## src/rtl/lbc_pkg.sv

```systemverilog
package lbc_pkg;

    localparam int CMD_W    = 3;
    localparam int KEY_W    = 31;
    localparam int HANDLE_W = 32;
    localparam int CNT_W    = 5;

    // Command codes
    localparam logic [CMD_W-1:0] CMD_TOUCH   = 3'd0;
    localparam logic [CMD_W-1:0] CMD_PUT     = 3'd1;
    localparam logic [CMD_W-1:0] CMD_EVICT   = 3'd2;
    localparam logic [CMD_W-1:0] CMD_EXTRACT = 3'd3;
    localparam logic [CMD_W-1:0] CMD_CLEAR   = 3'd4;

    localparam logic [CNT_W-1:0] CAP_RESET = 5'd16;

    typedef struct packed {
        logic [CMD_W-1:0]    cmd;
        logic [KEY_W-1:0]    block_id;
        logic [HANDLE_W-1:0] vao_handle;
        logic [HANDLE_W-1:0] vbo_handle;
    } req_t;

    typedef struct packed {
        logic                success;
        logic [KEY_W-1:0]    out_block_id;
        logic [HANDLE_W-1:0] out_vao;
        logic [HANDLE_W-1:0] out_vbo;
        logic [CNT_W-1:0]    occupancy;
    } rsp_t;

    // Directory result for one request; handles come from the handle RAM
    typedef struct packed {
        logic             success;
        logic             report;
        logic [KEY_W-1:0] out_block_id;
        logic [CNT_W-1:0] occupancy;
    } dir_res_t;

endpackage

```

## src/rtl/lru_block_cache_unit.sv

```systemverilog
// Channel   Direction  Handshake                Payload
// req       in         req_valid / req_ready    lbc_pkg::req_t
// rsp       out        rsp_valid / rsp_ready    lbc_pkg::rsp_t
// cfg       in         cfg_we                   cfg_wdata (capacity)
//
// One request per cycle while responses are taken: the whole directory
// update (key compare, LRU rank shift) runs combinationally between the
// request register and the response register. rsp_valid rises once the
// request moves into the response register; a stalled response delays it.
// Reset empties the cache and sets capacity to 16; no clearing pass.
// A stalled response holds the request register; req_ready falls only
// when both registers are full.
module lru_block_cache_unit #(
    parameter int ENTRIES = 16
) (
    input  logic                      clk,
    input  logic                      rst_n,
    input  logic                      req_valid,
    output logic                      req_ready,
    input  lbc_pkg::req_t             req,
    output logic                      rsp_valid,
    input  logic                      rsp_ready,
    output lbc_pkg::rsp_t             rsp,
    input  logic                      cfg_we,
    input  logic [lbc_pkg::CNT_W-1:0] cfg_wdata
);

    localparam int IW = (ENTRIES > 1) ? $clog2(ENTRIES) : 1;
    localparam int HW = lbc_pkg::HANDLE_W;

    lbc_pkg::req_t            req_reg;
    logic                     req_vld_reg;
    lbc_pkg::dir_res_t        res_reg;
    lbc_pkg::dir_res_t        dir_res;
    logic                     rsp_vld_reg;
    logic [lbc_pkg::CNT_W-1:0] cap_reg;
    logic                     fire;
    logic                     ram_we, ram_re;
    logic [IW-1:0]            ram_waddr, ram_raddr;
    logic [2*HW-1:0]          ram_rdata;

    assign fire      = req_vld_reg && (!rsp_vld_reg || rsp_ready);
    assign req_ready = !req_vld_reg || fire;

    // Capacity register
    always_ff @(posedge clk or negedge rst_n)
    begin
        if (!rst_n)
        begin
            cap_reg <= lbc_pkg::CAP_RESET;
        end
        else if (cfg_we)
        begin
            cap_reg <= cfg_wdata;
        end
    end

    // Request register valid and response register valid
    always_ff @(posedge clk or negedge rst_n)
    begin
        if (!rst_n)
        begin
            req_vld_reg <= 1'b0;
            rsp_vld_reg <= 1'b0;
        end
        else
        begin
            if (req_ready)
            begin
                req_vld_reg <= req_valid;
            end
            if (fire)
            begin
                rsp_vld_reg <= 1'b1;
            end
            else if (rsp_ready)
            begin
                rsp_vld_reg <= 1'b0;
            end
        end
    end

    // Capture request and response payloads
    always_ff @(posedge clk)
    begin
        if (req_valid && req_ready)
        begin
            req_reg <= req;
        end
        if (fire)
        begin
            res_reg <= dir_res;
        end
    end

    lbc_lru_dir #(
        .ENTRIES (ENTRIES),
        .IW      (IW)
    ) u_dir (
        .clk       (clk),
        .rst_n     (rst_n),
        .fire      (fire),
        .req       (req_reg),
        .capacity  (cap_reg),
        .res       (dir_res),
        .ram_we    (ram_we),
        .ram_waddr (ram_waddr),
        .ram_re    (ram_re),
        .ram_raddr (ram_raddr)
    );

    lbc_ram #(
        .DEPTH (ENTRIES),
        .AW    (IW),
        .DW    (2 * HW)
    ) u_ram (
        .clk   (clk),
        .we    (ram_we),
        .waddr (ram_waddr),
        .wdata ({req_reg.vao_handle, req_reg.vbo_handle}),
        .re    (ram_re),
        .raddr (ram_raddr),
        .rdata (ram_rdata)
    );

    // Assemble response; handles only for a reported slot
    always_comb
    begin
        rsp.success      = res_reg.success;
        rsp.out_block_id = res_reg.out_block_id;
        rsp.out_vao      = res_reg.report ? ram_rdata[2*HW-1:HW] : '0;
        rsp.out_vbo      = res_reg.report ? ram_rdata[HW-1:0] : '0;
        rsp.occupancy    = res_reg.occupancy;
    end

    assign rsp_valid = rsp_vld_reg;

endmodule

```

## src/rtl/lbc_ram.sv

```systemverilog
module lbc_ram #(
    parameter int DEPTH = 16,
    parameter int AW    = 4,
    parameter int DW    = 64
) (
    input  logic          clk,
    input  logic          we,
    input  logic [AW-1:0] waddr,
    input  logic [DW-1:0] wdata,
    input  logic          re,
    input  logic [AW-1:0] raddr,
    output logic [DW-1:0] rdata
);

    logic [DW-1:0] mem [DEPTH];
    logic [DW-1:0] rdata_reg;

    // Write port
    always_ff @(posedge clk)
    begin
        if (we)
        begin
            mem[waddr] <= wdata;
        end
    end

    // Registered read port, old data on a same-address write
    always_ff @(posedge clk)
    begin
        if (re)
        begin
            rdata_reg <= mem[raddr];
        end
    end

    assign rdata = rdata_reg;

endmodule

```

## src/rtl/lbc_lru_dir.sv

```systemverilog
module lbc_lru_dir #(
    parameter int ENTRIES = 16,
    parameter int IW      = 4
) (
    input  logic                       clk,
    input  logic                       rst_n,
    input  logic                       fire,
    input  lbc_pkg::req_t              req,
    input  logic [lbc_pkg::CNT_W-1:0]  capacity,
    output lbc_pkg::dir_res_t          res,
    output logic                       ram_we,
    output logic [IW-1:0]              ram_waddr,
    output logic                       ram_re,
    output logic [IW-1:0]              ram_raddr
);

    localparam int CW = lbc_pkg::CNT_W;
    localparam int KW = lbc_pkg::KEY_W;

    logic [ENTRIES-1:0] valid_reg, valid_next;
    logic [KW-1:0]      key_reg  [ENTRIES];
    logic [KW-1:0]      key_next [ENTRIES];
    logic [IW-1:0]      rank_reg [ENTRIES];
    logic [IW-1:0]      rank_next[ENTRIES];
    logic [CW-1:0]      count_reg, count_next;

    logic [ENTRIES-1:0] hit_vec, lru_vec, free_vec, free_oh, sel_oh;
    logic [CW-1:0]      cap_eff;
    logic               is_touch, is_put, is_evict, is_extract, is_clear;
    logic               hit, any_lru, evict_on_put;
    logic               do_promote, do_remove, do_insert, dec_en;
    logic [IW-1:0]      sel_rank, ins_rank, hit_idx, free_idx;
    logic [KW-1:0]      sel_key;

    function automatic logic [IW-1:0] enc(input logic [ENTRIES-1:0] oh);
        logic [IW-1:0] idx;
        idx = '0;
        for (int i = 0; i < ENTRIES; i++)
        begin
            if (oh[i])
            begin
                idx = idx | IW'(i);
            end
        end
        return idx;
    endfunction

    // Decode command and clamp capacity to 1..ENTRIES
    always_comb
    begin
        is_touch   = (req.cmd == lbc_pkg::CMD_TOUCH);
        is_put     = (req.cmd == lbc_pkg::CMD_PUT);
        is_evict   = (req.cmd == lbc_pkg::CMD_EVICT);
        is_extract = (req.cmd == lbc_pkg::CMD_EXTRACT);
        is_clear   = (req.cmd == lbc_pkg::CMD_CLEAR);
        if (capacity == '0)
        begin
            cap_eff = CW'(1);
        end
        else if (32'(capacity) > ENTRIES)
        begin
            cap_eff = CW'(ENTRIES);
        end
        else
        begin
            cap_eff = capacity;
        end
    end

    // Compare the key and find the LRU slot in every entry at once
    always_comb
    begin
        for (int i = 0; i < ENTRIES; i++)
        begin
            hit_vec[i] = valid_reg[i] && (key_reg[i] == req.block_id);
            lru_vec[i] = valid_reg[i] && (rank_reg[i] == '0);
        end
    end

    // Choose the action
    always_comb
    begin
        hit          = |hit_vec;
        any_lru      = |lru_vec;
        evict_on_put = is_put && !hit && (count_reg >= cap_eff) && any_lru;
        sel_oh       = (is_evict || evict_on_put) ? lru_vec : hit_vec;
        free_vec     = ~valid_reg | (evict_on_put ? lru_vec : '0);
        free_oh      = free_vec & (~free_vec + ENTRIES'(1));
        do_promote   = (is_touch || is_put) && hit;
        do_remove    = (is_extract && hit) || (is_evict && any_lru) || evict_on_put;
        do_insert    = is_put && !hit && (|free_oh);
        dec_en       = do_promote || do_remove;
        hit_idx      = enc(hit_vec);
        free_idx     = enc(free_oh);
        ins_rank     = evict_on_put ? IW'(count_reg - CW'(1)) : IW'(count_reg);
        sel_rank     = '0;
        sel_key      = '0;
        for (int i = 0; i < ENTRIES; i++)
        begin
            if (sel_oh[i])
            begin
                sel_rank = sel_rank | rank_reg[i];
                sel_key  = sel_key | key_reg[i];
            end
        end
    end

    // Next state of the directory
    always_comb
    begin
        valid_next = valid_reg;
        count_next = count_reg;
        for (int i = 0; i < ENTRIES; i++)
        begin
            key_next[i]  = key_reg[i];
            rank_next[i] = rank_reg[i];
        end
        if (is_clear)
        begin
            valid_next = '0;
            count_next = '0;
        end
        else
        begin
            for (int i = 0; i < ENTRIES; i++)
            begin
                if (dec_en && !sel_oh[i] && valid_reg[i] && (rank_reg[i] > sel_rank))
                begin
                    rank_next[i] = rank_reg[i] - IW'(1);
                end
                if (do_promote && sel_oh[i])
                begin
                    rank_next[i] = IW'(count_reg - CW'(1));
                end
                if (do_remove && sel_oh[i])
                begin
                    valid_next[i] = 1'b0;
                end
                if (do_insert && free_oh[i])
                begin
                    valid_next[i] = 1'b1;
                    key_next[i]   = req.block_id;
                    rank_next[i]  = ins_rank;
                end
            end
            if (do_insert && !do_remove)
            begin
                count_next = count_reg + CW'(1);
            end
            else if (do_remove && !do_insert)
            begin
                count_next = count_reg - CW'(1);
            end
        end
    end

    // Hold control state
    always_ff @(posedge clk or negedge rst_n)
    begin
        if (!rst_n)
        begin
            valid_reg <= '0;
            count_reg <= '0;
        end
        else if (fire)
        begin
            valid_reg <= valid_next;
            count_reg <= count_next;
        end
    end

    // Hold keys and ranks
    always_ff @(posedge clk)
    begin
        if (fire)
        begin
            for (int i = 0; i < ENTRIES; i++)
            begin
                key_reg[i]  <= key_next[i];
                rank_reg[i] <= rank_next[i];
            end
        end
    end

    // Drive result and handle RAM control
    always_comb
    begin
        res.report       = do_remove;
        res.success      = (is_touch && hit) || do_remove || is_clear;
        res.out_block_id = do_remove ? sel_key : '0;
        res.occupancy    = count_next;
        ram_we           = fire && is_put && (hit || do_insert);
        ram_waddr        = hit ? hit_idx : free_idx;
        ram_re           = fire;
        ram_raddr        = enc(sel_oh);
    end

    a_count_max: assert property (@(posedge clk) disable iff (!rst_n)
        32'(count_reg) <= ENTRIES)
        else $error("occupancy above entry count");

    a_count_pop: assert property (@(posedge clk) disable iff (!rst_n)
        $countones(valid_reg) == 32'(count_reg))
        else $error("occupancy does not match valid slots");

    a_hit_unique: assert property (@(posedge clk) disable iff (!rst_n)
        $onehot0(hit_vec))
        else $error("key present in more than one slot");

    a_lru_unique: assert property (@(posedge clk) disable iff (!rst_n)
        (count_reg != '0) |-> $onehot(lru_vec))
        else $error("no single LRU slot");

    a_clear_empty: assert property (@(posedge clk) disable iff (!rst_n)
        (fire && is_clear) |=> (count_reg == '0) && (valid_reg == '0))
        else $error("clear left slots valid");

endmodule

```

## config.mk

```make
export PLATFORM = sky130hd
export DESIGN_NAME = lru_block_cache_unit
export DESIGN_NICKNAME = d
export VERILOG_FILES = /design/src/rtl/lbc_pkg.sv /design/src/rtl/lru_block_cache_unit.sv /design/src/rtl/lbc_ram.sv /design/src/rtl/lbc_lru_dir.sv
export SDC_FILE = /design/constraint.sdc
export NUM_CORES = 2
export LEC_CHECK = 0
export BUFFER_PORTS_ARGS = -buffer_cell sky130_fd_sc_hd__buf_2
export CAP_MARGIN = 20
export CORE_MARGIN = 4
export CORE_UTILIZATION = 45
export CTS_CLUSTER_DIAMETER = 80
export DETAILED_ROUTE_END_ITERATION = 7
export GPL_ROUTABILITY_DRIVEN = 0
export PLACE_DENSITY_LB_ADDON = 0.2
export SETUP_SLACK_MARGIN = 0.05
export SLEW_MARGIN = 20
export SYNTH_ARGS = -nofsm -noshare
export SYNTH_HDL_FRONTEND = slang
export SYNTH_HIERARCHICAL = 1
export SYNTH_SLANG_ARGS = --single-unit
```

## constraint.sdc

```tcl
create_clock -name clk -period 12.73 [get_ports clk]
set_input_delay 0.6365 -clock clk [delete_from_list [all_inputs] [get_ports clk]]
set_output_delay 0.6365 -clock clk [all_outputs]
set_load 0.02 [all_outputs]
```

Yosys cells after proc, flatten, opt, wreduce, memory -nomap -nowiden:

Memories as Yosys holds them, arrays and structs flattened. A register that Yosys moved wholly into a read port is not among the register bits.
Cells that the tools add are included.

* bits in registers: 164
* word-level logic and storage cells: 542
* input bits: 108
* output and inout port bits: 103
* RAM bits: 1584
* memories: 3

Memory list
* u_ram.mem: depth 16, width 64, read ports 1, clocked after Yosys merged registers in 1, wr ports 1, RTL line lbc_ram.sv:15 `logic [DW-1:0] mem [DEPTH];`
* u_dir.key_reg: depth 16, width 31, read ports 16, clocked after Yosys merged registers in 0, wr ports 16, RTL line lbc_lru_dir.sv:21 `logic [KW-1:0] key_reg [ENTRIES];`
* u_dir.rank_reg: depth 16, width 4, read ports 16, clocked after Yosys merged registers in 0, wr ports 16, RTL line lbc_lru_dir.sv:23 `logic [IW-1:0] rank_reg [ENTRIES];`

* reduce and logical (&&, ||, !) cells: 227
* equal/unequal tests: 20
* bitwise operators: 34
* multiplexer cells: 193
* add/subtract/negate cells: 19
* magnitude comparators: 18

Operators with widths (number)
* 2-to-1 mux 31 bit: 32
* == test 31 bit: 16
* 2-to-1 mux 496 bit: 1
* OR 31 bit: 15
* 2-to-1 mux 4 bit: 90
* logical AND 1 bit: 142
* greater-than comparator 4 bit: 16
* logical NOT 4 bit: 16
* 2-to-1 mux 32 bit: 2
* 2-to-1 mux 64 bit: 1
* subtractor 4 x 1 -> 4 bit (second input constant): 16
* OR 4 bit: 15
* 2-to-1 mux 16 bit: 3
* nonzero test 3 bit: 16
* OR reduction 16 bit: 3
* 2-to-1 mux 1 bit: 41
* 2-to-1 mux 3 bit: 12
* inverter 16 bit: 2
* AND reduction 2 bit: 16
* 2-to-1 mux 5 bit: 5
* logical NOT 1 bit: 21
* adder 16 x 1 -> 16 bit (second input constant): 1
* bitwise AND 16 bit: 1
* OR 16 bit: 1
* 12 further kinds: 27

Logic depth before layout (Yosys ltp):

An unclocked memory read counts as a cell.

* depth after elaboration: 47
* gate-level depth with buffers: 29
* depth with buffers taken out: 25

Hierarchy:

Netlist, hierarchy kept.

Modules (own cells, without submodules)
* lbc_ram: area each 40222.3 sq um, cells each 1647, times used 1, seq. area each 32671.3 sq um
* lbc_lru_dir: area each 34136.5 sq um, cells each 2896, times used 1, seq. area each 17341.6 sq um
* lru_block_cache_unit: area each 5143.7 sq um, cells each 261, times used 1, seq. area each 4260.3 sq um

Worst setup path before layout:

No wires, ideal clock.

* path type: reg2reg
* start: reg req_reg[94] in the netlist's numbering
* end: mem u_ram.mem[0][0] (enable)
* cell stages (with the launch flop): 18
* path buffers: 5
* setup slack: 3.740 ns
* clock period less this slack: 8.990 ns
* setup time: 0.565 ns
* required time: 12.165 ns
* arrival: 8.425 ns
* cells stage by stage: edfxtp_1 > buf_4 > buf_12 > xnor2_1 > nand4_1 > nor4_1 > nand2_2 > nand4_2 > or4_1 > buf_2 > o31ai_4 > or3b_1 > and4b_1 > buf_6 > clkbuf_1 > a211oi_1 > or3b_2 > nor3_1

* elaborated cells on any way between the ends: 79
* those cells by class: 1 x add/sub; 16 x eq/ne; 34 x mux; 3 x bitwise; 25 x reduce/logical

RTL lines
* start: declaration: RTL line lru_block_cache_unit.sv:31 `lbc_pkg::req_t req_reg;`
* start signal: assignment: RTL line lru_block_cache_unit.sv:88 `req_reg <= req;`
* == test 31 bit: RTL line lbc_lru_dir.sv:75 `hit_vec[i] = valid_reg[i] && (key_reg[i] == req.block_id);`
* logical AND 1 bit: RTL line lbc_lru_dir.sv:75
* OR reduction 16 bit (*): RTL line lbc_lru_dir.sv:83 `hit = |hit_vec;`
* logical NOT 1 bit: RTL line lbc_lru_dir.sv:85, lbc_lru_dir.sv:91
* logical AND 1 bit: RTL line lbc_lru_dir.sv:85, lbc_lru_dir.sv:91
* logical AND 1 bit (2 in series): RTL line lbc_lru_dir.sv:85 `evict_on_put = is_put && !hit && (count_reg >= cap_eff) && any_lru;`
* 2-to-1 mux 16 bit: RTL line lbc_lru_dir.sv:87 `free_vec = ~valid_reg | (evict_on_put ? lru_vec : '0);`
* OR 16 bit: RTL line lbc_lru_dir.sv:87
* [2 not listed]
* bitwise AND 16 bit: RTL line lbc_lru_dir.sv:88 `free_oh = free_vec & (~free_vec + ENTRIES'(1));`
* OR reduction 16 bit: RTL line lbc_lru_dir.sv:91 `do_insert = is_put && !hit && (|free_oh);`
* logical AND 1 bit: RTL line lbc_lru_dir.sv:91
* logical OR 1 bit (*): RTL line lbc_lru_dir.sv:192 `ram_we = fire && is_put && (hit || do_insert);`
* logical AND 1 bit (*): RTL line lbc_lru_dir.sv:192
* named net ram_we: RTL line lru_block_cache_unit.sv:38 `logic ram_we, ram_re;`
* 2-to-1 mux 1 bit (*): RTL line lbc_ram.sv:21 `if (we)`
* 2-to-1 mux 1 bit (not written as such) (*): RTL line lbc_ram.sv:23 `mem[waddr] <= wdata;`
* end: declaration: RTL line lbc_ram.sv:15

Mark *: on every way through the listed nets, which the timed path passes. The rest lies on a longest branch.

Worst setup path after layout:

* start: reg u_dir.count_reg[0]
* end: reg u_ram.rdata_reg[27], in the netlist u_ram/rdata[27] (read register of u_ram.mem) (data pin)

* cells in the longest elaborated chain, start to end: 20

Ends and longest elaborated chain
* start: declaration: RTL line lbc_lru_dir.sv:25 `logic [CW-1:0] count_reg, count_next;`
* start signal: assignment: RTL line lbc_lru_dir.sv:168 `count_reg <= count_next;`
* >= comparator 5 bit (*): RTL line lbc_lru_dir.sv:85
* logical AND 1 bit (*) (2 in series): RTL line lbc_lru_dir.sv:85
* logical OR 1 bit (*): RTL line lbc_lru_dir.sv:86 `sel_oh = (is_evict || evict_on_put) ? lru_vec : hit_vec;`
* 2-to-1 mux 16 bit (*): RTL line lbc_lru_dir.sv:86
* 2-to-1 mux 1 bit: RTL line lbc_lru_dir.sv:40 `if (oh[i])`
* 2-to-1 mux 2 bit (2 in series): RTL line lbc_lru_dir.sv:40
* 2-to-1 mux 3 bit (4 in series): RTL line lbc_lru_dir.sv:40
* 2-to-1 mux 4 bit (7 in series): RTL line lbc_lru_dir.sv:40
* 2-to-1 mux 4 bit (*): RTL line lbc_lru_dir.sv:40
* named net ram_raddr[0]: RTL line lru_block_cache_unit.sv:39 `logic [IW-1:0] ram_waddr, ram_raddr;`
* end: declaration: RTL line lbc_ram.sv:16 `logic [DW-1:0] rdata_reg;`

Marks and branches as above.
A chain may end at the register's enable or synchronous reset.

==> results.txt <==
Static Leak: 0.0282 uW
max_slew headroom: 0.148
syn avg cell area: 16.5 um2
Hold Worst Slack: 0.0494 ns
FILL cells: 14400
Reg clk slew, reported paths: 0.06 ns
Netlist cell types: 79
Crit path required time: 13.33 ns
post-synthesis compound-gate area fraction: 0.0646
Wirelength per Cell: 34.1 um
Placed Cells: 7180
unrepaired setup endpoints after global routing: false
Post-Place Setup Slack: 4.46 ns
Seq cells post-synth: 1812
syn nets: 5015
share of cells above drive strength 1: 0.196
most frequent cells in the layout: edfxtp_1, xnor2_1, nand4_1
die width: 428 um
IO buf count: 210
max-cap violations: 0
Syn. warnings: 6
crit path kind: register to register
CTS tree: done
Primary FF master, synth: edfxtp_1
FFs w/ async S/R, synth: 0.0155
fin crit share: 0.659
TritonRoute pass-1 iters: 8
f_max: 0.119 GHz
Worst VDD drop: 136 uV
worst endpoint data arrival time: 8.99 ns
Critical Path End Type: register
Global Route Usage Sum: 0.277
XOR/XNOR Fraction of Synth Area: 0.0586
CTS Buffer Depth: 3
sequential area share after synthesis: 0.683
Initial DRC Count: 7497
final worst slack: 4.33 ns
I/O pin count: 211
commonest non-fill, non-tap cell in the layout: edfxtp_1
Rows: 154
H-tree depth: 4
skew final: 0.0621 ns
first-pass GRT wire length: 364 mm
Adder-Cell Fraction of Synth Area: 0.0162
CTS Root Cell: clkbuf_16
area occupied by multi-input gates: 0.0236 mm2
CTS sink count: 1812
DIE AREA: 0.183 mm2
initial core utilization: 0.452
violated checks: DRC
total grt overflow: 0
Final Hold Vio Count: 0
Reg area: 0.0543 mm2
ANT nets after route: 0
Pins Over Slew Limit: 0
mux contribution to synthesized area: 0.0818
final WL: 260 mm
worst-path fanout max: 45
Final Non-Filler Cells: 7628
main combinational cell family by area after synthesis: multiplexers
DR vias/cell: 6.46
area added between synthesis and finish: 13.3%
CTS resizes: 0
largest net degree at the start of global routing: 95
synthesized instance count: 4804
# DRC: 193
number of synthesized flops with an enable pin: 1784
initial antenna violation count: 14
pwr dens: 142 mW/mm2
vias: 49300
Startpoint Class: register
Post-Synth Simple-Gate Area: 0.0683
Slew @ Worst Pin: 1.27 ns
clock period minus worst slack: 8.40 ns
synthesized area: 0.0795 mm2
max FFs per register: 1024
vias in the first global route: 47400
Sum Neg Setup Slack: 0 ns
Hold WC Path Type: primary input to register
final setup violation count: 0
Clk Latency, worst-skew pair: 0.85 ns
post-DP HPWL: 161 mm
CTS buffer count: 189
# nets final: 5331
die height: 428 um
Core ar.: 0.176 mm2
status: complete, but fails checks
-- cells in the mapped netlist, types with 75 or more instances --
| cell | number | share of area |
|---|---|---|
| mux4_2 | 256 | 0.073 |
| nor4_1 | 75 | 0.0059 |
| nor2_1 | 87 | 0.0041 |
| nand4_1 | 269 | 0.021 |
| a22o_1 | 108 | 0.012 |
| nand2_1 | 208 | 0.0098 |
| ha_1 | 103 | 0.016 |
| edfxtp_1 | 1784 | 0.67 |
| clkbuf_1 | 108 | 0.0051 |
| a22oi_1 | 198 | 0.019 |
| o21ai_0 | 89 | 0.0056 |
| xnor2_1 | 498 | 0.055 |
| a221oi_1 | 105 | 0.012 |
-- cells by family after synthesis --
family                   count (synthesis)
XOR/XNOR                               532
adder cells (fa/ha/maj)                103
multiplexers                           328
flip-flops                            1812
AO/OA/AOI/OAI                          704
AND/OR/NAND/NOR                        963
buffers and inverters                  362
-- critical path: stages, from the launching register on --
cell      delay, ns
dfrtp_1        0.98
clkinv_1       0.72
ha_1           0.48
nand2b_1       0.14
a21o_1         0.17
a21o_1         0.18
nand4_1        0.09
and3_1         0.59
nor2_2         0.15
a22oi_2        0.18
buf_4          0.52
mux2i_4        0.53
buf_4          0.69
nor3_1         0.18
nand3_4        0.63
buf_4          0.82
mux4_2         0.60
a22oi_1        0.23
nand2_1        0.09
-- routing by layer --
layer / GRT usage / share of wire / up-vias
met2: 0.397 / 0.42 / 3341
met1: 0.383 / 0.39 / 25100
met4: 0.131 / 0.060 / 8
met3: 0.0903 / 0.12 / 829
li1: - / - / 20000
met5: 0.00859 / 0.00095 / -
-- metrics by stage --
step | total power [uW] | util | area (um2)
finish | 12800 | 0.512 | 90100
global route | 13200 | 0.512 | 90000
CTS | 12900 | 0.512 | 90000
detailed placement | 7500 | 0.472 | 83100
global placement | 7500 | 0.472 | 83100
floorplan | 7200 | - | 79500
-- layout make-up --
cell class	instances	area share
Antenna cell	14	0.000389
Tap cell	2340	0.0325
Inverter	48	0.00200
Clock buffer	239	0.0547
Timing Repair Buffer	439	0.0337
Clock inverter	106	0.0123
Multi-Input combinational cell	2630	0.262
Sequential cell	1812	0.603
-- path summary, 6_finish.rpt --
kind | from | to | slack [ns] | cells after the start
min in group asynchronous | rst_n | u_dir/valid_reg[2] | 0.46 | 2
max in group asynchronous | rst_n | u_dir/valid_reg[1] | 11.70 | 2
worst min-delay path | req[3] | req_reg[3] | 0.05 | 1
worst max register to register | u_dir/count_reg[0] | u_ram/rdata[27] | 4.33 | 18
worst min register to register | req_vld_reg | rsp_valid | 0.49 | 1
worst max-delay path | u_dir/count_reg[0] | u_ram/rdata[27] | 4.33 | 18
-- report_power, final --
group / internal, uW / total, uW / switching, uW
sequential: 6640 / 6740 / 98.8
clock: 3040 / 5390 / 2350
combinational: 193 / 686 / 493
-- timing repair --
action | in CTS | in global routing
endpoints found under the setup margin | 0 | 0
hold endpoints to repair | 115 | 0
hold buffers | 89 | 0
buffers inserted | 0 | 0
No activity file was read; power rests on OpenSTA's default activity.
